File: config.mk
export PLATFORM = sky130hd
export DESIGN_NAME = sac_div_cell
export DESIGN_NICKNAME = d
export VERILOG_FILES = /design/src/sac_pkg.sv /design/src/sac_div_cell.sv
export SDC_FILE = /design/constraint.sdc
export NUM_CORES = 1
export LEC_CHECK = 0
export BUFFER_PORTS_ARGS = -buffer_cell sky130_fd_sc_hd__buf_2
export CORE_UTILIZATION = 51
export DETAILED_ROUTE_END_ITERATION = 16
export PLACE_DENSITY = 0.88
export SYNTH_ARGS = -nofsm -noshare
export SYNTH_HDL_FRONTEND = slang
export SYNTH_SLANG_ARGS = --single-unit
File: constraint.sdc
create_clock -name clk -period 6.92 [get_ports clk]
set_input_delay 2.076 -clock clk [delete_from_list [all_inputs] [get_ports clk]]
set_output_delay 2.076 -clock clk [all_outputs]
set_load 0.05 [all_outputs]
File: src/sac_pkg.sv
// types, constants and helpers for the swept box collision unit
// no dependencies
`timescale 1ns / 1ps
`default_nettype none

package sac_pkg;

  localparam int COORD_BITS     = 24;
  localparam int SIZE_BITS      = COORD_BITS - 1;
  localparam int COORD_FRAC     = 8;
  localparam int VEL_BITS       = 17;
  localparam int RV_BITS        = VEL_BITS + 1;
  localparam int D_BITS         = COORD_BITS + 3;
  localparam int TIME_FRAC_BITS = 16;
  localparam int Q_BITS         = TIME_FRAC_BITS + 1;
  localparam int DV_BITS        = VEL_BITS;
  localparam int R_BITS         = DV_BITS + 1;
  localparam int T_BITS         = Q_BITS + 2;
  localparam int N_CELLS        = Q_BITS;
  localparam int N_LANES        = 4;

  localparam logic [Q_BITS-1:0] TIME_ONE = Q_BITS'(1) << TIME_FRAC_BITS;
  localparam logic signed [D_BITS-1:0] SLACK = D_BITS'(1) << COORD_FRAC;

  typedef enum logic [2:0] {
    SIDE_ABOVE,
    SIDE_BELOW,
    SIDE_RIGHT,
    SIDE_LEFT,
    SIDE_NONE
  } side_t;

  typedef enum logic [1:0] {
    LK_DIV,
    LK_NEG,
    LK_BIG
  } lane_kind_t;

  typedef struct packed {
    logic signed [RV_BITS-1:0] vx;
    logic signed [RV_BITS-1:0] vy;
    logic signed [D_BITS-1:0]  near_x;
    logic signed [D_BITS-1:0]  far_x;
    logic signed [D_BITS-1:0]  near_y;
    logic signed [D_BITS-1:0]  far_y;
    logic                      miss;
    side_t                     side;
  } stage_a_t;

  typedef struct packed {
    lane_kind_t          kind;
    logic [R_BITS-1:0]   rem;
    logic [Q_BITS-1:0]   quo;
  } lane_t;

  // lanes: x entry, x exit, y entry, y exit
  typedef struct packed {
    logic [DV_BITS-1:0]     dvx;
    logic [DV_BITS-1:0]     dvy;
    lane_t [N_LANES-1:0]    lane;
    logic                   miss;
    side_t                  side;
  } cell_data_t;

  function automatic side_t opposite(input side_t s);
    side_t r;
    case (s)
      SIDE_ABOVE: r = SIDE_BELOW;
      SIDE_BELOW: r = SIDE_ABOVE;
      SIDE_RIGHT: r = SIDE_LEFT;
      SIDE_LEFT:  r = SIDE_RIGHT;
      default:    r = SIDE_NONE;
    endcase
    return r;
  endfunction

endpackage

`default_nettype wire

File: src/sac_div_cell.sv
// one restoring division cell: one quotient bit for each of four lanes
// depends on sac_pkg
`timescale 1ns / 1ps
`default_nettype none

module sac_div_cell
  import sac_pkg::*;
(
  input  wire logic       clk,
  input  wire logic       rst,
  input  wire logic       adv,
  input  wire logic       d_valid,
  input  wire cell_data_t d_data,
  output logic            q_valid,
  output cell_data_t      q_data
);

  cell_data_t nxt;

  always_comb begin
    nxt = d_data;
    for (int i = 0; i < N_LANES; i++) begin
      logic [R_BITS-1:0] dv;
      logic              ge;
      logic [R_BITS-1:0] diff;
      dv   = R_BITS'((i < 2) ? d_data.dvx : d_data.dvy);
      ge   = d_data.lane[i].rem >= dv;
      diff = d_data.lane[i].rem - (ge ? dv : '0);
      nxt.lane[i].rem = {diff[R_BITS-2:0], 1'b0};
      nxt.lane[i].quo = {d_data.lane[i].quo[Q_BITS-2:0], ge};
    end
  end

  always_ff @(posedge clk) begin
    if (rst) begin
      q_valid <= 1'b0;
    end else if (adv) begin
      q_valid <= d_valid;
    end
  end

  always_ff @(posedge clk) begin
    if (adv) begin
      q_data <= nxt;
    end
  end

endmodule

`default_nettype wire

* Word-level counts from Yosys, hierarchy flattened
Index checks and enable logic that the tools add are counted.
Widths: inputs -> output; s select.
** Word-level totals
- Bits of input ports :: 190
- Flip-flop bits (word level) :: 183
- Word-level logic and storage cells :: 29
- Output and inout port bits :: 187
** Cells by class
- Add/subtract/negate cells :: 4
- Multiplexer cells :: 4
- Magnitude comparators :: 4
** Operators with widths (number)
- $ge 18x17->1 :: 4
- $mux 17 :: 4
- $sub 17x17->17 :: 4

* Longest topological paths before layout
Gate-level depths: netlist (run 1).
- Depth after elaboration :: 3
- Gate-level depth with buffers :: 20
- Gate-level depth less buffers :: 18

* Least setup slack after synthesis (run 1)
OpenSTA, ideal clock, no wires.
- Path kind :: input-to-reg
- From :: in d_data[163] (netlist bit)
- To :: reg q_data[112] (netlist bit) (data pin)
- Stages :: 17
- Data arrival time :: 5.446 ns
- Setup time :: 0.261 ns
- Required time :: 6.659 ns
- Path buffers :: 0
- Slack :: 1.213 ns
- Path through :: inv_1 > ha_1 > a21o_1 > a21o_1 > a221o_1 > a221oi_2 > o21ai_2 > and2_1 > ha_1 > fa_1 > nor2b_1 > o31a_4 > o211ai_4 > a2111oi_4 > nor3_2 > a211oi_2 > xnor2_1
** RTL lines
- start, declared :: line sac_div_cell.sv:13 : input wire cell_data_t d_data,
- end signal, assigned :: line sac_div_cell.sv:44 : q_data <= nxt;
- end, declared :: line sac_div_cell.sv:15 : output cell_data_t q_data

==> results of run 1 <==
-- cells in the final DEF (no fill, tap or decap), types with 4 or more instances in the layout --
| master | instances |
|---|---|
| o21ai_0 | 36 |
| a21oi_1 | 54 |
| buf_4 | 5 |
| fa_1 | 4 |
| o2111ai_1 | 4 |
| nand4_1 | 10 |
| nand2_1 | 98 |
| a21o_1 | 26 |
| inv_1 | 67 |
| inv_12 | 5 |
| diode_2 | 5 |
| nand3_1 | 17 |
| nand2b_1 | 18 |
| o21a_1 | 17 |
| ha_1 | 132 |
| xnor2_1 | 35 |
| clkbuf_16 | 17 |
| clkinv_8 | 5 |
| a31oi_1 | 8 |
| or3_1 | 4 |
| buf_2 | 367 |
| mux2i_1 | 6 |
| or2_2 | 4 |
| a211oi_1 | 4 |
| conb_1 | 4 |
| nor2_1 | 52 |
| and2_1 | 12 |
| edfxtp_1 | 182 |
| xor2_1 | 8 |
| o21ai_2 | 6 |
| nor3_1 | 13 |
| and3_1 | 12 |
| nor2b_1 | 10 |
-- layer usage --
layer,wire length [um],vias up
met3,2870,77
met5,12,-
met2,15500,439
met1,11600,4131
li1,-,4218
met4,1230,2
-- worst max-delay path by stage --
stage	to	cells after the start	slack [ns]	start
after floorplan	q_data[112]	17	1.21	d_data[163]
after global placement	q_data[38]	19	0.78	d_data[172]
after detailed placement	q_data[38]	18	0.67	d_data[174]
after CTS	q_data[38]	19	1.15	d_data[172]
after global routing	q_data[35]	17	0.86	d_data[172]
final	q_data[38]	18	1.12	d_data[174]
-- kinds of logic after synthesis --
group	synth area share [%]
muxes	0.659
xor gates and xnor gates	3.48
buffers and inverters	3.17
other	0.0347
DFF	50.7
AOI/OAI and AO/OA	13.6
adders and majority gates	16.0
and+or+nand+nor	12.4
-- power groups by stage --
stage          sequential, mW  combinational (mW)  clock [mW]
2_1_floorplan            1.92               0.462           0
3_3_place_gp             1.44                1.24           0
3_5_place_dp             1.45                1.28           0
4_1_cts                  1.42                1.29        1.04
5_1_grt                  1.43                1.37        1.08
6_report                 1.42                1.29        1.02
-- state kept, by name, indices dropped and copies added, names as in the netlist --
| register | cells |
|---|---|
| q_data | 182 |
| q_valid | 1 |
-- critical path: cells and delay by family --
| kind | cells | cell delay [ns] |
|---|---|---|
| xor+xnor | 1 | 0.08 |
| fa+ha+maj | 3 | 0.70 |
| compound gates | 7 | 2.03 |
| buf+inv | 2 | 0.23 |
| simple gates | 5 | 0.85 |
-- layout make-up --
class                      count  share of cell area [%]
antenna                        5                  0.0919
clock buffer                  17                    3.13
clock inverter                15                    1.54
inverter                      67                    1.85
multi-input combinational    665                    36.8
sequential                   183                    40.3
tap                          270                    2.48
timing repair buffer         373                    13.9
-- metrics by stage --
| step | instance area [um^2] | setup WS [ns] |
|---|---|---|
| 6_report | 13600 | 1.12 |
| 5_1_grt | 13600 | 0.858 |
| 4_1_cts | 13600 | 1.15 |
| 3_5_place_dp | 13000 | 0.673 |
| 3_3_place_gp | 13000 | 0.783 |
| 2_1_floorplan | 10800 | 1.21 |
==> flow_summary.ini, run 1 <==
[grt]
met1_usage_pct = 32.8
globalRouteMet2Util_pct = 49.9
grt_antenna_before_repair = 7
grt_pass1_wl_um = 47200
grt_max_degree = 77
grt-ovfl-total = 0
grt_usage_pct = 28.7
busiest_layer = met2
grt_util_met3_pct = 7.75
grt_pass1_vias = 8730

[worst_hold_path]
holdPathStages = 2
min_path_type = reg -> reg
hp-start = q_valid
hold_end = q_valid

[sta]
setup_viol_count_final = 0
hold_ws_ns = 0.497
setup_tns_ns = 0
max_freq_mhz = 172
finalCritPeriodShare_pct = 83.8
slew_violations = 0
worst_slew_pin_slew_ns = 0.743
rsz0062_at_grt = no
max-slew-margin-rel_pct = 50.5
hold_viol = 0
skew_ns = 0
fin_crit_ns = 5.80

[clock_network]
clk_pin_slew_ns = 0.08
clock_latency_ns = 0.43
clockBufferDepth = 2
cts_setup_buffers = 0
cts_tree = yes
ctsHoldBuffers = 0
cts_buffers = 17
ctsResizeCount = 0
cts-root-buf = clkbuf_16
htree_num_levels = 4
clock_sinks = 183

[floorplan]
fp-row-count = 52
dieWidth_um = 148
design.die.area_um2 = 21800
dieHeight_um = 148
initial_utilization_pct = 52.8
coreArea_um2 = 20500
io_pins = 377

[logic_synthesis]
synth_top_area_share_pct = 50.5
yosys_warnings = 0
ys_seq_elements = 183
synth.yosys.seq_area_share_pct = 50.7
synth.avg_cell_area_um2 = 11.6
synth_edf_count = 182
ys.flop_type = edfxtp_1
yosys-top-cells-area = edfxtp_1, ha_1, nand2_1, xnor2_1, a21oi_1
ys_types = 79
synth_top_area_cell = edfxtp_1
yosys-top-cells-count = edfxtp_1, ha_1, nand2_1, inv_1, a21oi_1
syn_inst = 929
async_reset_ff_share_pct = 0
synthesis.area_um2 = 10800
yosysMostFrequentCell = edfxtp_1

[setup_path]
worstReg2RegEnd = q_valid
worstSetupEndpointType = register
path_max_fanout = 12
cp.required_ns = 7.11
path_cells = buf_2 > inv_1 > ha_1 > and4_1 > a221oi_1 > o41ai_1 > nor3_1 > o21ai_2 > and2_1 > ha_1 > fa_1 > nor2b_1 > o2111a_1 > nand4bb_4 > a311oi_4 > o21ai_2 > a21oi_2 > xnor2_1
worst-setup-path-type = in -> reg
critical_path.max_stage_delay_ns = 0.54
worst-endpoint-arrival_ns = 5.99
rr_worst_depth = 2
regToRegSetupSlack_ns = 6.34
start_kind = input port
crit_path_top_delay_cell = o41ai_1
r2r-start = q_valid

[finish]
seq_area_um2 = 5490
multiInputGateArea_um2 = 5000
stdcell_count = 1595
final_core_util_pct = 66.4
drive_gt1_share_pct = 33.3
nFillCells = 1501
area.growth.synth_to_final_pct = 25.8
nets = 1633

[pwr]
clkPwrFrac_pct = 27.4
leakage_nw = 6.29
p_int_mw = 2.26
p_switching_mw = 1.47
combPwrFrac_pct = 34.5
p_seq_share_pct = 38.1
switching_share_pct = 39.4
power.total_mw = 3.74
p_per_area_nw_per_um2 = 275
peakVddDrop_mv = 0.188

[routing]
ant_nets = 0
drcViolationCount = 0
first_pass_iters = 6
drtIter0Drc = 543
dr_total_vias = 8867
routed_wl_um = 31300
viasPerCell = 5.56
routedWlPerCell_um = 19.6

[place]
dp_hpwl_um = 24900
gp_congestion = 0.973
dp.cells = 1558
port_buffers = 368

[run_status]
status = finished clean

[flow_run]
cap_viol_max_count = 0
Power figures use the tool's default switching activity.
==> inputs of run 2 (changes only) <==
--- a/config.mk
+++ b/config.mk
@@ -6,9 +6,9 @@
 export NUM_CORES = 1
 export LEC_CHECK = 0
 export BUFFER_PORTS_ARGS = -buffer_cell sky130_fd_sc_hd__buf_2
-export CORE_UTILIZATION = 51
+export CORE_UTILIZATION = 46
 export DETAILED_ROUTE_END_ITERATION = 16
-export PLACE_DENSITY = 0.88
+export PLACE_DENSITY = 0.84
 export SYNTH_ARGS = -nofsm -noshare
 export SYNTH_HDL_FRONTEND = slang
 export SYNTH_SLANG_ARGS = --single-unit
==> constraint.sdc (replaced) <==
create_clock -name clk -period 5.26 [get_ports clk]
set_input_delay 1.578 -clock clk [delete_from_list [all_inputs] [get_ports clk]]
set_output_delay 1.578 -clock clk [all_outputs]
set_load 0.05 [all_outputs]
==> flow_summary.ini, run 2 (synthesis results as in run 1) <==
[setup_path]
crit_path_top_delay_cell = fa_1
worst-endpoint-arrival_ns = 5.25
start_kind = input port
path_cells = buf_2 > inv_1 > ha_1 > a21o_1 > a21o_1 > a221o_1 > a221oi_2 > o21ai_2 > and2_1 > ha_1 > fa_1 > nor2b_2 > o31a_4 > o211ai_4 > a2111oi_4 > nor3_2 > a211oi_2 > xnor2_1
startpoint = d_data[163]
critical_path.max_stage_delay_ns = 0.43
worst-setup-path-type = in -> reg
r2r-start = q_valid
critPathBufInv = 2
worstSetupEndpointType = register
path_max_fanout = 3
cp_top_family = compound AO/OA/AOI/OAI gates
cp.required_ns = 5.44

[sta]
hold_viol = 0
rsz0062_at_grt = no
fin_ws_ns = 0.191
worst_slew_pin_slew_ns = 0.779
slew_violations = 0
max_freq_mhz = 197
setup_tns_ns = 0
hold_ws_ns = 0.522
setup_viol_count_final = 0
fin_crit_ns = 5.07
skew_ns = 0
finalCritPeriodShare_pct = 96.4
max-slew-margin-rel_pct = 48.0

[floorplan]
fp-row-count = 55
design.die.area_um2 = 24100
dieWidth_um = 155
io_pins = 377
initial_utilization_pct = 47.3
dieHeight_um = 155
coreArea_um2 = 22800

[routing]
routed_wl_um = 32300
drcViolationCount = 0
first_pass_iters = 5
ant_nets = 0
viasPerCell = 5.26
routedWlPerCell_um = 18.4
dr_total_vias = 9212
drtIter0Drc = 540

[place]
place_ws_ns = -0.283
port_buffers = 368
place_area_um2 = 13800
dp_hpwl_um = 25500
gp_congestion = 0.965

[grt]
grt_max_degree = 91
grt-ovfl-total = 0
grt_pass1_vias = 9130
grt_usage_pct = 26.2
grt_antenna_before_repair = 16
grt_pass1_wl_um = 47800

[finish]
final_area_um2 = 14500
area.growth.synth_to_final_pct = 34.0
layout_commonest_cell = buf_2
largest_register_ffs = 182
largest_register = q_data
final_cell_mix = buf_2, edfxtp_1, ha_1, buf_4, nand2_1
final_core_util_pct = 63.5
drive_gt1_share_pct = 38.5
nets = 1740
top_regs = q_data (182), q_valid (1)

[clock_network]
cts-root-buf = clkbuf_16
htree_num_levels = 4
clock_latency_ns = 0.42
cts_buffers = 17
clk_pin_slew_ns = 0.07
clock_sinks = 183
cts_tree = yes
clockBufferDepth = 2

[pwr]
p_per_area_nw_per_um2 = 345
leakage_nw = 6.81
peakVddDrop_mv = 0.235

[worst_hold_path]
min_path_type = reg -> reg
hp-start = q_valid

[run_status]
status = finished clean

[flow_run]
cap_viol_max_count = 0
run 2: changes by cell type in the layout (fill, tap and decap cells not counted), moves of 2 or more:
cell,previous run,this run
clkinv_4,2,0
diode_2,5,12
inv_8,1,3
buf_4,5,112
run 2: worst reg2reg max path: stages, from the launching register on:
cell and delay (ns):
dfxtp_1 0.31, mux2i_1 0.13, nor2_1 0.06
run 2: cell type report:
| cell class | instances | area [um^2] |
|---|---|---|
| Tap cell | 313 | 392 |
| Multi-Input combinational cell | 665 | 5020 |
| Antenna cell | 12 | 30.0 |
| Timing Repair Buffer | 480 | 2690 |
| Clock inverter | 15 | 206 |
| Inverter | 67 | 251 |
| Fill cell | 1791 | 8350 |
| Clock buffer | 17 | 425 |
| Sequential cell | 183 | 5490 |
run 2: per-layer routing:
metal	vias up	part of all wire [%]	GRT usage, %
li1	4427	-	-
met1	4311	37	28.1
met2	382	50	46.2
met3	84	8.0	7.49
met4	8	4.9	14.6
met5	-	0.17	0
run 2: final timing paths:
check | endpoint | slack (ns) | depth (start not counted)
min | q_valid | 0.52 | 2
max reg2reg | q_valid | 4.65 | 2
max | q_data[112] | 0.19 | 18
min reg2reg | q_valid | 0.52 | 2
run 2: through the flow:
stage	power [mW]	cells
after floorplan	3.13	932
after global placement	3.64	1708
after detailed placement	3.68	1708
after CTS	5.02	1740
after global routing	5.22	1750
final	5.01	1752
run 2: repair_timing:
| item | 4_1_cts | 5_1_grt |
|---|---|---|
| endpoints found under the setup margin | 0 | 4 |
| buffers inserted | 0 | 0 |
| hold buffers | 0 | 0 |
| resized for setup | 0 | 3 |
run 2: power by group:
group          total, mW  switching (mW)  internal (mW)
clock               1.34           0.673          0.665
combinational       1.80            1.23          0.571
sequential          1.87          0.0436           1.83
total               5.01            1.95           3.06
==> inputs of run 3 (changes only) <==
--- a/config.mk
+++ b/config.mk
@@ -8,7 +8,7 @@
 export BUFFER_PORTS_ARGS = -buffer_cell sky130_fd_sc_hd__buf_2
 export CORE_UTILIZATION = 46
 export DETAILED_ROUTE_END_ITERATION = 16
-export PLACE_DENSITY = 0.84
+export PLACE_DENSITY = 0.77
 export SYNTH_ARGS = -nofsm -noshare
 export SYNTH_HDL_FRONTEND = slang
 export SYNTH_SLANG_ARGS = --single-unit
==> flow_summary.ini, run 3 (synthesis results as in run 1) <==
[grt]
busiest_layer = met2
grt_pass1_vias = 8846
globalRouteMet2Util_pct = 43.9
grt-ovfl-total = 0
grt_max_degree = 106
grt_util_met3_pct = 6.77
grt_pass1_wl_um = 45400
grt_usage_pct = 24.8
met1_usage_pct = 27.4
grt_antenna_before_repair = 13

[pwr]
leakage_nw = 6.78
p_per_area_nw_per_um2 = 345
peakVddDrop_mv = 0.218
power.total_mw = 4.99

[sta]
worst_slew_pin_slew_ns = 0.784
max_freq_mhz = 197
fin_crit_ns = 5.08
slew_violations = 0
finalCritPeriodShare_pct = 96.6
skew_ns = 0
setup_tns_ns = 0
hold_ws_ns = 0.510
setup_viol_count_final = 0
hold_viol = 0
max-slew-margin-rel_pct = 47.7

[worst_hold_path]
min_path_type = reg -> reg
hp-start = q_valid

[floorplan]
io_pins = 377
dieHeight_um = 155
design.die.area_um2 = 24100
coreArea_um2 = 22800
initial_utilization_pct = 47.3
dieWidth_um = 155
fp-row-count = 55

[place]
gp_congestion = 0.946
port_buffers = 368
dp.cells = 1700
dp_hpwl_um = 24500

[finish]
stdcell_count = 1742
nFillCells = 1822
largest_register = q_data
largest_register_ffs = 182
final_core_util_pct = 63.3
top_regs = q_data (182), q_valid (1)
final_cell_mix = buf_2, edfxtp_1, ha_1, buf_4, nand2_1
layout_commonest_cell = buf_2
nets = 1732
drive_gt1_share_pct = 38.1
area.growth.synth_to_final_pct = 33.7

[setup_path]
worst-setup-path-type = in -> reg
rr_worst_depth = 2
worstReg2RegEnd = q_valid
cp.required_ns = 5.45
worstSetupEndpointType = register
startpoint = d_data[163]
setup.worst_path.end = q_data[112]
regToRegSetupSlack_ns = 4.67
r2r-start = q_valid
path_max_fanout = 6
worst-endpoint-arrival_ns = 5.27
start_kind = input port

[routing]
viasPerCell = 5.22
ant_nets = 0
routed_wl_um = 30400
routedWlPerCell_um = 17.4
dr_total_vias = 9093
first_pass_iters = 5
drcViolationCount = 0
drtIter0Drc = 454

[flow_run]
cap_viol_max_count = 0

[clock_network]
cts-root-buf = clkbuf_16
htree_num_levels = 4
clock_latency_ns = 0.44
cts_buffers = 17
clk_pin_slew_ns = 0.08
clock_sinks = 183
cts_tree = yes
ctsHoldBuffers = 0
cts_setup_buffers = 0
clockBufferDepth = 2

[run_status]
status = finished clean
run 3: worst min-delay path by stage:
stage,endpoint,slack [ns],cells after the start
floorplan,q_valid,0.73,2
global placement,q_valid,0.47,2
detailed placement,q_valid,0.51,2
CTS,q_valid,0.52,2
global route,q_valid,0.55,2
finish,q_valid,0.51,2
run 3: cell type report:
type,count,area (um^2),share of cell area (%)
multi-input combinational,665,5010,34.7
tap,313,392,2.71
sequential,183,5490,37.9
timing repair buffer,472,2650,18.3
inverter,67,251,1.74
clock buffer,17,425,2.94
antenna,10,25.0,0.173
clock inverter,15,220,1.52
run 3: what timing repair did:
action | 4_1_cts | 5_1_grt
endpoints found under the setup margin | 0 | 3
hold endpoints to repair | 0 | 0
resized for setup | 0 | 3
run 3: power by group:
| part | switching [mW] | internal, mW |
|---|---|---|
| combinational | 1.21 | 0.564 |
| sequential | 0.0428 | 1.83 |
| clock | 0.684 | 0.665 |
| total | 1.94 | 3.06 |
run 3: metrics by stage:
stage	worst slack, ns	area (um^2)
2_1_floorplan	0.0511	10800
6_report	0.180	14500
5_1_grt	-0.000329	14500
3_5_place_dp	-0.289	13800
3_3_place_gp	-0.212	13800
4_1_cts	0.159	14400
run 3: critical path, stage by stage:
cell and delay (ns):
buf_2 0.09, inv_1 0.06, ha_1 0.28, a21o_1 0.19, a21o_1 0.19, a221o_1 0.36
a221oi_2 0.29, o21ai_2 0.15, and2_1 0.19, ha_1 0.21, fa_1 0.42, nor2b_2 0.17
o31a_4 0.16, o211ai_4 0.09, a2111oi_4 0.44, nor3_2 0.09, a211oi_2 0.22, xnor2_1 0.10
run 3: metal layers:
layer / vias to the layer above / routed length (um)
met5: - / 10
met4: 2 / 1050
met3: 66 / 2400
met2: 362 / 15500
met1: 4252 / 11400
li1: 4411 / -
