[src/sac_pkg.sv]
// types, constants and helpers for the swept box collision unit
// no dependencies
`timescale 1ns / 1ps
`default_nettype none

package sac_pkg;

  localparam int COORD_BITS     = 24;
  localparam int SIZE_BITS      = COORD_BITS - 1;
  localparam int COORD_FRAC     = 8;
  localparam int VEL_BITS       = 17;
  localparam int RV_BITS        = VEL_BITS + 1;
  localparam int D_BITS         = COORD_BITS + 3;
  localparam int TIME_FRAC_BITS = 16;
  localparam int Q_BITS         = TIME_FRAC_BITS + 1;
  localparam int DV_BITS        = VEL_BITS;
  localparam int R_BITS         = DV_BITS + 1;
  localparam int T_BITS         = Q_BITS + 2;
  localparam int N_CELLS        = Q_BITS;
  localparam int N_LANES        = 4;

  localparam logic [Q_BITS-1:0] TIME_ONE = Q_BITS'(1) << TIME_FRAC_BITS;
  localparam logic signed [D_BITS-1:0] SLACK = D_BITS'(1) << COORD_FRAC;

  typedef enum logic [2:0] {
    SIDE_ABOVE,
    SIDE_BELOW,
    SIDE_RIGHT,
    SIDE_LEFT,
    SIDE_NONE
  } side_t;

  typedef enum logic [1:0] {
    LK_DIV,
    LK_NEG,
    LK_BIG
  } lane_kind_t;

  typedef struct packed {
    logic signed [RV_BITS-1:0] vx;
    logic signed [RV_BITS-1:0] vy;
    logic signed [D_BITS-1:0]  near_x;
    logic signed [D_BITS-1:0]  far_x;
    logic signed [D_BITS-1:0]  near_y;
    logic signed [D_BITS-1:0]  far_y;
    logic                      miss;
    side_t                     side;
  } stage_a_t;

  typedef struct packed {
    lane_kind_t          kind;
    logic [R_BITS-1:0]   rem;
    logic [Q_BITS-1:0]   quo;
  } lane_t;

  // lanes: x entry, x exit, y entry, y exit
  typedef struct packed {
    logic [DV_BITS-1:0]     dvx;
    logic [DV_BITS-1:0]     dvy;
    lane_t [N_LANES-1:0]    lane;
    logic                   miss;
    side_t                  side;
  } cell_data_t;

  function automatic side_t opposite(input side_t s);
    side_t r;
    case (s)
      SIDE_ABOVE: r = SIDE_BELOW;
      SIDE_BELOW: r = SIDE_ABOVE;
      SIDE_RIGHT: r = SIDE_LEFT;
      SIDE_LEFT:  r = SIDE_RIGHT;
      default:    r = SIDE_NONE;
    endcase
    return r;
  endfunction

endpackage

`default_nettype wire

[src/sac_resolve.sv]
// output stage: entry/exit compare, reject tests, result register
// depends on sac_pkg
`timescale 1ns / 1ps
`default_nettype none

module sac_resolve
  import sac_pkg::*;
(
  input  wire logic           clk,
  input  wire logic           rst,
  input  wire logic           adv,
  input  wire logic           d_valid,
  input  wire cell_data_t     d_data,
  output logic                out_valid,
  output logic                hit,
  output logic [Q_BITS-1:0]   contact_time,
  output logic [2:0]          side_a,
  output logic [2:0]          side_b
);

  localparam logic signed [T_BITS-1:0] T_ONE = T_BITS'(TIME_ONE);
  localparam logic signed [T_BITS-1:0] T_BIG = T_BITS'(1) << Q_BITS;
  localparam logic signed [T_BITS-1:0] T_NEG = '1;

  logic signed [T_BITS-1:0] t [N_LANES];
  logic signed [T_BITS-1:0] entry, leave;
  logic                     reject;
  logic [Q_BITS-1:0]        time_next;
  side_t                    side_next;

  always_comb begin
    for (int i = 0; i < N_LANES; i++) begin
      case (d_data.lane[i].kind)
        LK_DIV:  t[i] = T_BITS'(d_data.lane[i].quo);
        LK_NEG:  t[i] = T_NEG;
        LK_BIG:  t[i] = T_BIG;
        default: t[i] = T_BIG;
      endcase
    end
    entry  = (t[0] > t[2]) ? t[0] : t[2];
    leave  = (t[1] < t[3]) ? t[1] : t[3];
    reject = d_data.miss || (entry > leave) || (t[0] < 0 && t[2] < 0) ||
             (t[0] > T_ONE) || (t[2] > T_ONE);
    time_next = reject ? TIME_ONE : entry[Q_BITS-1:0];
    side_next = reject ? SIDE_NONE : d_data.side;
  end

  always_ff @(posedge clk) begin
    if (rst) begin
      out_valid <= 1'b0;
    end else if (adv) begin
      out_valid <= d_valid;
    end
  end

  always_ff @(posedge clk) begin
    if (adv) begin
      hit          <= time_next < TIME_ONE;
      contact_time <= time_next;
      side_a       <= side_next;
      side_b       <= opposite(side_next);
    end
  end

endmodule

`default_nettype wire

[config.mk]
export PLATFORM = sky130hd
export DESIGN_NAME = sac_resolve
export DESIGN_NICKNAME = d
export VERILOG_FILES = /design/src/sac_pkg.sv /design/src/sac_resolve.sv
export SDC_FILE = /design/constraint.sdc
export NUM_CORES = 1
export LEC_CHECK = 0
export BUFFER_PORTS_ARGS = -buffer_cell sky130_fd_sc_hd__buf_2
export CORE_MARGIN = 5
export CORE_UTILIZATION = 45
export DETAILED_ROUTE_END_ITERATION = 12
export PLACE_DENSITY = 0.84
export RECOVER_POWER = 50
export REMOVE_ABC_BUFFERS = 1
export SYNTH_ARGS = -nofsm -noshare
export SYNTH_HDL_FRONTEND = slang
export SYNTH_SLANG_ARGS = --single-unit
[constraint.sdc]
create_clock -name clk -period 12.5 [get_ports clk]
set_input_delay 0.625 -clock clk [delete_from_list [all_inputs] [get_ports clk]]
set_output_delay 0.625 -clock clk [all_outputs]
set_load 0.05 [all_outputs]
# Word level (Yosys, flattened, before mapping)
# Index checks and enable logic that the tools add are counted.
# Widths: inputs -> output; s select.
dict set report word_totals {
  regBits 25
  inputBits 190
  output_inout_bits 25
  word_cells 39
}
dict set report classes {
  magnitude_cmp 8
  n_eq_ne 7
  muxes 9
  reduce_logical 10
}
# cell n
set op_table {}
lappend op_table {{$pmux 19 s2} 4}
lappend op_table {{$gt 19x18->1 const B} 2}
lappend op_table {{$gt 19x19->1} 2}
lappend op_table {{$lt 19x1->1 const B} 2}
lappend op_table {{$mux 19} 2}
lappend op_table {{$lt 19x19->1} 1}
lappend op_table {{$lt 17x17->1 const B} 1}
lappend op_table {{$mux 17} 1}
lappend op_table {{$pmux 3 s4} 1}
lappend op_table {{$eq 2x1->1 const B} 4}
lappend op_table {{$logic_not 2->1} 4}
lappend op_table {{$eq 3x2->1 const B} 2}
lappend op_table {{$logic_or 1x1->1} 4}
lappend op_table {{$eq 3x1->1 const B} 1}
lappend op_table {{$logic_not 3->1} 1}
lappend op_table {{$mux 3} 1}
lappend op_table {{$logic_and 1x1->1} 1}

# Logic depth before layout (Yosys ltp)
# Gate-level depths: netlist of run 1.
dict set report logic_depth {
  word_depth 12
  ltp_mapped 24
  mapped_depth_nobuf 19
}

# Worst setup path before layout of run 1
# No wires, ideal clock.
dict set report synth_timing {
  path_kind {input to register}
  start {input port d_data[39] (netlist name)}
  end {register side_a[2] (data pin)}
  setup_ns 0.262
  arrival_time_ns 4.962
  required_ns 12.238
  path_slack_ns 7.276
  stages 21
  path_buffers 4
  path_cell_list {buf_2 -> clkbuf_1 -> nor2b_1 -> ha_1 -> nand4_1 -> nor4_2 -> nand2_1 -> or4_1 -> o211ai_1 -> buf_2 -> a21boi_1 -> or2_1 -> ha_1 -> and2_0 -> a221o_1 -> a221oi_1 -> o31ai_1 -> o311ai_0 -> nand2_1 -> clkbuf_1 -> or2_2}
}
dict set report synth_via {
  elab_chain_len 10
  word_cells_on_any_way 14
  classes_between {order compare (4); eq/ne (1); mux (3); reduce/logical (6)}
}
# item line
set synth_lines {}
lappend synth_lines {{start, declared} sac_resolve.sv:13} ;# input wire cell_data_t d_data,
lappend synth_lines {{$eq 2x1->1 or $logic_not 2->1 (tied branches)} sac_resolve.sv:33} ;# case (d_data.lane[i].kind)
lappend synth_lines {{$pmux 19 s2 *} sac_resolve.sv:33}
lappend synth_lines {{$gt 19x19->1} sac_resolve.sv:40} ;# entry = (t[0] > t[2]) ? t[0] : t[2];
lappend synth_lines {{$mux 19 *} sac_resolve.sv:40}
lappend synth_lines {{net entry[13]} sac_resolve.sv:26} ;# logic signed [T_BITS-1:0] entry, leave;
lappend synth_lines {{$gt 19x19->1 *} sac_resolve.sv:42} ;# reject = d_data.miss || (entry > leave) || (t[0] < 0 && t[2] < 0) ||
lappend synth_lines {{$logic_or 1x1->1 * (3 in a row)} sac_resolve.sv:42}
lappend synth_lines {{$logic_or 1x1->1 *} sac_resolve.sv:43} ;# (t[0] > T_ONE) || (t[2] > T_ONE);
lappend synth_lines {{$mux 3 *} sac_resolve.sv:45} ;# side_next = reject ? SIDE_NONE : d_data.side;
lappend synth_lines {{net side_next[2]} sac_resolve.sv:29} ;# side_t side_next;
lappend synth_lines {{end signal, assigned} sac_resolve.sv:60} ;# side_a <= side_next;
lappend synth_lines {{end, declared} sac_resolve.sv:17} ;# output logic [2:0] side_a,
# Mark *: on every way through the listed nets, which the timed path passes. The rest lies on a longest branch.
# A chain may end at the register's enable or synchronous reset.

# Worst setup path in the final report of run 1
dict set report layout_timing {
  start {input port d_data[113] (netlist name)}
  end {register side_a[2] (data pin)}
}
# The elaborated chain is that of the path after synthesis.

==> out/results.tsv, run 1 <==
metric	value	unit
outcome	complete, no violations	
firstDrtPassIters	4	
insertedDiodeCount	0	
htree_levels	1	
fin_ws	6280	ps
leakagePower	1.95	nW
cp-end-kind	flop	
synth.avg_cell_area	7.63	µm²
fill_cells	775	
io_buffer_count	108	
required	12530	ps
routed_wl	10100	µm
grt_overflow	0	
route.vias.total	3566	
crit_path_frequent_cell	nand2_1	
dieArea	0.00972	mm²
grt_pass1_vias	3528	
routedLengthMet1	4730	µm
met3WireLength	768	µm
cts_resized	0	
postCtsHoldBufs	0	
antenna_found_initial	0	
fin_crit	6220	ps
grt_pass1_wl	16500	µm
clock_path_buffers	2	
post-place-ws	6160	ps
cap_violations	0	
path_class	input port to flop	
routed_via_density	5.49	
gp_congestion	0.957	
grt_usage	0.205	
rows	32	
numCtsBuffers	3	
drv_slew	0	
postRouteAntennaNets	0	
syn_to_final_growth	17.2	%
worstPathArrival	6250	ps
netlist_area	0.00353	mm²
grt_max_degree	25	
worst_path_max_delay_cell	nand2_1	
rsz0062_at_grt	false	
max_slew_margin	0.0825	
seqCellArea	711	µm²
cts_sinks	24	
path_cells	buf_2 > nand2b_1 > ha_1 > nand4_1 > nor4_2 > nand2_1 > or4_1 > o211ai_1 > a21boi_0 > or2_2 > ha_1 > nand2_1 > o21ai_0 > a2111oi_0 > o31ai_1 > o311ai_0 > nand2_1 > or2_2	
fp.coreArea	0.00769	mm²
finalHoldViolCount	0	
drt-initial-drc-count	140	
ys_seq_area_frac	0.201	
syn-instance-count	463	
synth.distinct_cells	55	
ys_warn_count	0	
die_y	98.6	µm
async_flop_share	0	
final.setup.tns	0	ps
cts_tree	built	
synth_edf_count	23	
ys_seq_elements	24	
powerDensity	87.1	mW/mm²
crit_fanout	22	
cts_setup_buffers	0	
drc	0	
critPathLaunchType	input port	
start_util	0.459	
io_pins	215	
drive_gt1_frac	0.223	
irDropWorstVdd	0.0597	mV
fmax	161	MHz
root_buffer	clkbuf_8	
skew	0	ps
top_layer	met4	
die_w	98.6	µm
worstHoldPathType	input port to flop	
finalSetupViolCount	0	
wl_per_cell	15.6	µm
nets	794	
dr_wl_met2	4510	µm
clock_latency	280	ps
synth_ff_type	edfxtp_1	
critPathMaxStageDelay	620	ps
tightest_slew	1380	ps
clk_pin_slew	90	ps
period_share	0.498	
hpwl	8140	µm
multiInputGateArea	0.00262	mm²
path summary, 6_finish.rpt:
check | to | start | slack (ps) | cells past startpoint
setup / recovery | side_a[2] | d_data[113] | 6280 | 18
hold / removal | out_valid | rst | 490 | 2
setup reg to reg | out_valid | out_valid | 11910 | 2
hold reg to reg | out_valid | out_valid | 500 | 2
sequential cells by signal, summed over array words and instances (netlist names):
signal and flops:
hit 1, out_valid 1, side_b 2, contact_time 17, side_a 3
final cells by class:
| cell class | instances | share of cell area |
|---|---|---|
| clock buffers | 3 | 0.00998 |
| clock inverters | 1 | 0.00726 |
| inverters | 22 | 0.0200 |
| multi-input cells | 389 | 0.632 |
| flip-flops and latches | 24 | 0.172 |
| well taps | 102 | 0.0308 |
| repair buffers | 109 | 0.128 |
report_power, final:
group          switching (mW)  total [mW]  internal [mW]
combinational           0.120       0.194         0.0745
clock                  0.0290      0.0719         0.0430
sequential            0.00125      0.0945         0.0933
total                   0.150       0.361          0.211
placed cells by master (no fill, tap or decap), types with 6 or more instances in the layout:
| master | n |
|---|---|
| or3_1 | 7 |
| inv_1 | 22 |
| nor2_1 | 111 |
| clkbuf_1 | 13 |
| nand2_1 | 26 |
| buf_2 | 95 |
| nor3_1 | 12 |
| nand4_1 | 8 |
| a21oi_1 | 26 |
| edfxtp_1 | 23 |
| o21bai_1 | 18 |
| mux2i_1 | 19 |
| nand3_1 | 6 |
| a21o_1 | 9 |
| ha_1 | 55 |
| o21ai_0 | 15 |
| o21ba_2 | 9 |
metrics by stage:
step	util	cell area, µm²	cells	hold slack [ps]	power, mW
CTS	0.541	4160	650	490	0.361
floorplan	-	3390	435	697	0.230
global route	0.538	4140	650	489	0.387
finish	0.538	4140	650	488	0.361
global placement	0.531	4080	646	470	0.283
detailed placement	0.531	4080	646	488	0.289
per-layer routing:
metal | vias up | GRT usage
li1 | 1829 | -
met1 | 1611 | 0.283
met2 | 118 | 0.333
met3 | 8 | 0.0439
met4 | 0 | 0.0347
met5 | - | 0
cell usage after synthesis, types with 3 or more instances:
| cell type | instances | area share |
|---|---|---|
| a21boi_0 | 5 | 0.011 |
| a21boi_1 | 3 | 0.0064 |
| nand2b_1 | 5 | 0.0089 |
| o21ai_0 | 15 | 0.021 |
| edfxtp_1 | 23 | 0.20 |
| nor2b_1 | 3 | 0.0053 |
| o21bai_1 | 18 | 0.038 |
| or2_2 | 5 | 0.0089 |
| inv_1 | 22 | 0.023 |
| a211o_1 | 3 | 0.0074 |
| nand3_1 | 6 | 0.0085 |
| buf_4 | 3 | 0.0064 |
| mux2i_1 | 19 | 0.054 |
| o211ai_1 | 4 | 0.0085 |
| nand4_1 | 8 | 0.014 |
| buf_2 | 10 | 0.014 |
| clkbuf_1 | 10 | 0.011 |
| buf_1 | 4 | 0.0043 |
| nand2_1 | 26 | 0.028 |
| nor2_1 | 111 | 0.12 |
| a21o_1 | 9 | 0.019 |
| nor4_1 | 4 | 0.0071 |
| a21oi_1 | 26 | 0.037 |
| or4_1 | 3 | 0.0064 |
| or2_1 | 3 | 0.0053 |
| ha_1 | 55 | 0.19 |
| or3_1 | 7 | 0.012 |
| o21ba_2 | 9 | 0.026 |
| nor3_1 | 12 | 0.017 |
critical path, delay by kind of cell:
| family | cells | cell delay [ps] |
|---|---|---|
| and+or+nand+nor | 9 | 2810 |
| AOI/OAI and AO/OA | 6 | 1770 |
| buffers and inverters | 1 | 340 |
| adders and majority gates | 2 | 700 |
cell families after synthesis:
group	after synthesis	share of synthesized area
DFF	24	0.201
muxes	21	0.0602
AOI/OAI and AO/OA	111	0.221
and+or+nand+nor	200	0.255
xor gates and xnor gates	2	0.00496
buffers and inverters	50	0.0620
adders and majority gates	55	0.195
Note: power is estimated with default switching activity, not from simulation.
==> run 2, diff against run 1 <==
ABC_AREA = 1   (was not set)
CORE_UTILIZATION = 44   (was 45)
PLACE_DENSITY = 0.83   (was 0.84)
clock period = 6.3 ns   (was 12.5 ns; I/O delays follow)
==> run 2 against run 1 <==
Non-clock buffer count unchanged. Cell count rose by 11%. Clock skew unchanged. Critical endpoint unchanged. Largest power group unchanged.
==> out/results.tsv, run 2 <==
metric	value	unit	change
outcome	complete, no violations		
fmax	196	MHz	
gp_congestion	0.875		-8.6%
worstRegToRegCells	2		unchanged
clock_latency	260	ps	-20 ps
period_share	0.810		
synth_top_cells_by_count	nand2_1 (129), o21ai_0 (88), inv_1 (79)		
worstHoldPathType	input port to flop		
hpwl	8180	µm	+0.46%
ys_seq_elements	24		unchanged
pwr-share-clk	0.178		-0.021
synth.avg_cell_area	6.54	µm²	-14%
grtUsageMet3	0.0432		-0.000708
synth_edf_count	23		unchanged
reg2reg_slack	5690	ps	-6220 ps
syn-instance-count	530		+14%
grt_max_degree	25		unchanged
grt_pass1_wl	16400	µm	-0.79%
worst_hold_slack	203	ps	-285 ps
fin_ws	1200	ps	-5080 ps
async_flop_share	0		unchanged
largest_register	contact_time		
top_regs	contact_time: 17 flops, side_a: 3 flops, side_b: 2 flops		
max_slew_margin	0.136		+0.0537
critPathLaunchType	input port		
grt_pass1_vias	3688		+4.5%
io_pins	215		unchanged
routed_wl	9700	µm	-4.1%
fin_crit	5100	ps	
drv_slew	0		unchanged
p_comb_frac	0.568		+0.030
largest_reg_flops	17		unchanged
ys_warn_count	0		unchanged
route.vias.total	3767		+5.6%
nets	868		+9.3%
ys_top_cells_by_area	edfxtp_1 (20%), ha_1 (20%), nand2_1 (14%)		
cap_violations	0		unchanged
antenna_found_initial	0		unchanged
seqPwrFrac	0.254		-0.008
cts_resized	0		unchanged
die_w	98.8	µm	+0.21%
clock_path_buffers	2		unchanged
skew	0	ps	unchanged
final_cell_mix	nand2_1 (129), buf_2 (95), o21ai_0 (88), inv_1 (79), ha_1 (55)		
finalSetupViolCount	0		unchanged
postRouteAntennaNets	0		unchanged
met1_usage	0.266		-0.0176
wl_per_cell	13.4	µm	-14%
htree_levels	1		unchanged
cts_sinks	24		unchanged
cts_tree	built		
p_int	0.418	mW	+99%
rows	32		unchanged
required	6310	ps	-6220 ps
worstHoldPathCells	2		unchanged
path_class	input port to flop		
p_total	0.756	mW	+110%
final.setup.tns	0	ps	unchanged
crit_fanout	22		unchanged
io_buffer_count	108		unchanged
numCtsBuffers	3		unchanged
postCtsHoldBufs	0		unchanged
cp-end-kind	flop		
die_y	98.8	µm	+0.21%
irDropWorstVdd	0.128	mV	+110%
grt_usage	0.198		-0.00607
routed_via_density	5.20		-5.2%
powerDensity	185	mW/mm²	+110%
leakagePower	2.31	nW	+18%
cts_setup_buffers	0		unchanged
syn_to_final_growth	17.9	%	
firstDrtPassIters	5		+1
synth_top_area_share	0.199		+0.00353
synth.distinct_cells	35		-36%
start_util	0.451		-0.00814
worstPathArrival	5110	ps	-1140 ps
grt_overflow	0		unchanged
clk_pin_slew	80	ps	about the same
drt-initial-drc-count	169		+21%
finalHoldViolCount	0		unchanged
busiest_layer	met2		
layout_commonest_cell	nand2_1		
rsz0062_at_grt	false		
dieArea	0.00976	mm²	+0.42%
fp.coreArea	0.00769	mm²	unchanged
ys_seq_area_frac	0.205		+0.00363
post-place-ws	976	ps	-5190 ps
yosysMostFrequentCell	nand2_1		
drive_gt1_frac	0.183		-0.0393
root_buffer	clkbuf_8		
p_sw	0.338	mW	+130%
fin_util	0.532		-0.00651
p_sw_frac	0.447		+0.0311
met2_usage	0.339		+0.00603
tightest_slew	1300	ps	-80.6 ps
synth_ff_type	edfxtp_1		
netlist_area	0.00347	mm²	-1.8%
post-synth-top-area-cell	edfxtp_1		
drc	0		unchanged
insertedDiodeCount	0		unchanged
run 2: changes by cell type after synthesis, moves of 22 or more:
cell and delta:
nor2_1 -70, nand4_1 +22, inv_1 +57, o21ai_0 +73, nand2_1 +103
run 2: worst paths after layout:
kind	to	startpoint
worst min register to register	out_valid	out_valid
worst max register to register	out_valid	out_valid
worst min-delay path	out_valid	rst
worst max-delay path	side_a[2]	d_data[114]
run 2: cell type report:
cell class,instances,area [µm²]
clock inverters,1,30.0
well taps,102,128
inverters,81,304
clock buffers,3,41.3
flip-flops and latches,24,711
fillers,828,3600
repair buffers,109,532
multi-input cells,404,2340
run 2: layer usage:
| layer | up-vias | wire, µm |
|---|---|---|
| li1 | 1963 | - |
| met1 | 1648 | 4410 |
| met2 | 148 | 4420 |
| met3 | 8 | 790 |
| met4 | 0 | 77 |
| met5 | - | 0 |
run 2: critical path, cell delays in order:
cell,delay [ps]
buf_2,120
inv_2,210
nand2_2,200
nand2_1,100
inv_1,70
ha_1,290
nand2_1,70
inv_1,30
o21ai_0,150
nand2_1,70
nand2_1,60
o211ai_1,80
a21oi_1,230
nand3_2,400
nand3_4,390
nand2_1,100
nand2_1,120
inv_1,60
ha_1,290
nand2_1,90
nor4_1,420
nand3_1,150
nand4_1,120
nand2_1,60
nand2_1,50
nand2_1,430
or2_1,420
run 2: kinds of logic (layout without fill, tap and decap cells):
family	Yosys count	after routing	share of synthesized area
mux	1	1	0.00289
compound gates	120	120	0.178
fa+ha+maj	55	55	0.198
buf+inv	102	194	0.119
flops	24	24	0.205
simple gates	228	228	0.297
run 2: power groups by stage:
| stage | sequential, mW | combinational, mW | clock [mW] |
|---|---|---|---|
| 6_report | 0.192 | 0.430 | 0.134 |
| 5_1_grt | 0.193 | 0.495 | 0.143 |
| 2_1_floorplan | 0.240 | 0.262 | 0 |
| 3_3_place_gp | 0.195 | 0.409 | 0 |
| 3_5_place_dp | 0.195 | 0.429 | 0 |
| 4_1_cts | 0.192 | 0.432 | 0.137 |
run 2: per-stage QoR:
step	area, µm²	cells
after global placement	4030	720
after global routing	4090	724
after floorplan	3360	509
final	4090	724
after CTS	4110	724
after detailed placement	4030	720
==> run 3, diff against run 2 <==
ABC_AREA = 0   (was 1)
CORE_UTILIZATION = 40   (was 44)
PLACE_DENSITY = 0.79   (was 0.83)
clock period = 4.53 ns   (was 6.3 ns; I/O delays follow)
==> run 3 against run 2 <==
Setup slack got worse by 1100 ps. Cell count rose by 4.1%. Sequential power rose by 37%. Combinational power rose by 67%. Die area rose by 11%. Clock-buffer cell count did not move. Global-route usage rose by 1.2 points. Highest routed layer unchanged. Total power rose by 55%. First-iteration DRC count rose by 17%.
==> out/results.tsv, run 3 (synthesis results as in run 1) <==
metric	value	unit	change
crit_fanout	12		-45%
grt_max_degree	25		unchanged
post-place-ws	-428	ps	-1400 ps
nets	892		+2.8%
grt_pass1_vias	3972		+7.7%
fp.coreArea	0.00868	mm²	+13%
postRouteAntennaNets	0		unchanged
largest_register	contact_time		
worst_hold_slack	92.7	ps	-110 ps
critPathLaunchType	input port		
fmax	226	MHz	
drc	0		unchanged
fill_cells	803		-3.0%
final.setup.tns	0	ps	unchanged
required	4680	ps	-1630 ps
skew	0	ps	unchanged
fin_crit	4430	ps	
hpwl	10300	µm	+26%
drt-initial-drc-count	197		+17%
start_util	0.407		-0.0443
multiInputGateArea	0.00274	mm²	+17%
seqCellArea	711	µm²	unchanged
finalSetupViolCount	0		unchanged
tightest_slew	1410	ps	+110 ps
grt_usage	0.211		+0.0123
top_regs	contact_time: 17 flops, side_a: 3 flops, side_b: 2 flops		
dieArea	0.0108	mm²	+11%
clock_latency	270	ps	about the same
numCtsBuffers	3		unchanged
die_w	104	µm	+5.2%
leakagePower	2.45	nW	+6.4%
postCtsHoldBufs	0		unchanged
antenna_found_initial	0		unchanged
gp_congestion	0.957		+9.4%
root_buffer	clkbuf_8		
powerDensity	235	mW/mm²	+27%
cp-end-kind	flop		
clk_pin_slew	90	ps	about the same
routed_wl	12400	µm	+27%
outcome	complete, no violations		
clock_path_buffers	2		unchanged
largest_reg_flops	17		unchanged
layout_commonest_cell	nor2_1		
firstDrtPassIters	4		-1
cts_sinks	24		unchanged
grt_overflow	0		unchanged
drv_slew	0		unchanged
rows	34		+6.3%
htree_levels	1		unchanged
drive_gt1_frac	0.370		+0.187
io_pins	215		unchanged
finalHoldViolCount	0		unchanged
io_buffer_count	108		unchanged
wl_per_cell	16.4	µm	+22%
cap_violations	0		unchanged
fin_ws	98.7	ps	-1100 ps
route.vias.total	4083		+8.4%
syn_to_final_growth	41.8	%	
worstHoldPathType	input port to flop		
die_y	104	µm	+5.2%
routed_via_density	5.42		+4.1%
insertedDiodeCount	0		unchanged
grt_pass1_wl	18900	µm	+15%
final_cell_mix	nor2_1 (108), buf_4 (97), buf_2 (94), ha_1 (55)		
cts_tree	built		
irDropWorstVdd	0.183	mV	+43%
worstPathArrival	4580	ps	-530 ps
path_class	input port to flop		
period_share	0.978		
max_slew_margin	0.0630		-0.0733
-- run 3: cell types whose count changed in the layout (fill, tap and decap cells not counted), moves of 18 or more --
cell,change
inv_1,-57
nand2_1,-106
mux2i_1,+18
o21ai_0,-78
buf_4,+96
nor2_1,+67
o21bai_1,+18
nand4_1,-22
-- run 3: routing by layer --
layer / up-vias / track usage / routed length (µm)
li1: 2036 / - / -
met2: 154 / 0.365 / 5970
met4: 0 / 0.0407 / 160
met5: - / 0 / 0
met3: 16 / 0.0385 / 754
met1: 1877 / 0.274 / 5470
-- run 3: what timing repair did --
action | in CTS | in global routing
setup endpoints to repair | 22 | 23
gates resized for setup | 2 | 33
setup buffers | 0 | 2
pin swaps | 0 | 9
gates cloned | 0 | 1
-- run 3: metrics by stage --
stage           util  area [µm²]  total power [mW]  cells
2_1_floorplan      -        3390             0.634    435
3_3_place_gp   0.554        4800             0.896    747
3_5_place_dp   0.554        4800             0.916    747
4_1_cts        0.563        4880              1.12    751
5_1_grt        0.577        5010              1.26    754
6_report       0.577        5010              1.18    754
-- run 3: final timing paths --
path	from	endpoint	slack, ps	cells after the start
setup reg to reg	out_valid	out_valid	3940	2
hold / removal	rst	out_valid	90	2
setup / recovery	d_data[114]	contact_time[9]	100	21
hold reg to reg	out_valid	out_valid	510	2
-- run 3: final cells by class --
type                       instances  area share
multi-input combinational        390       0.547
timing repair buffer             206       0.254
sequential                        24       0.142
tap                              108      0.0270
inverter                          22      0.0165
clock buffer                       3     0.00824
clock inverter                     1     0.00600
-- run 3: worst max-delay path, cell delays in order --
cell       delay [ps]
clkbuf_4          170
buf_4             170
o21bai_1          180
ha_1              330
nand2_2            80
nor4_4            310
nand2_2           110
or4_4             460
o211ai_1          150
buf_4             180
a21boi_1          100
or2_1             250
ha_1              320
a21oi_1           190
o21ai_2           100
a2111oi_4         360
o31ai_1           120
o311ai_1          140
nand2_1           180
buf_6             190
o21ba_2           240
-- run 3: where the power goes --
group	internal (mW)	switching (mW)	leakage, nW
sequential	0.258	0.00529	0.228
combinational	0.322	0.396	2.19
clock	0.118	0.0767	0.0357
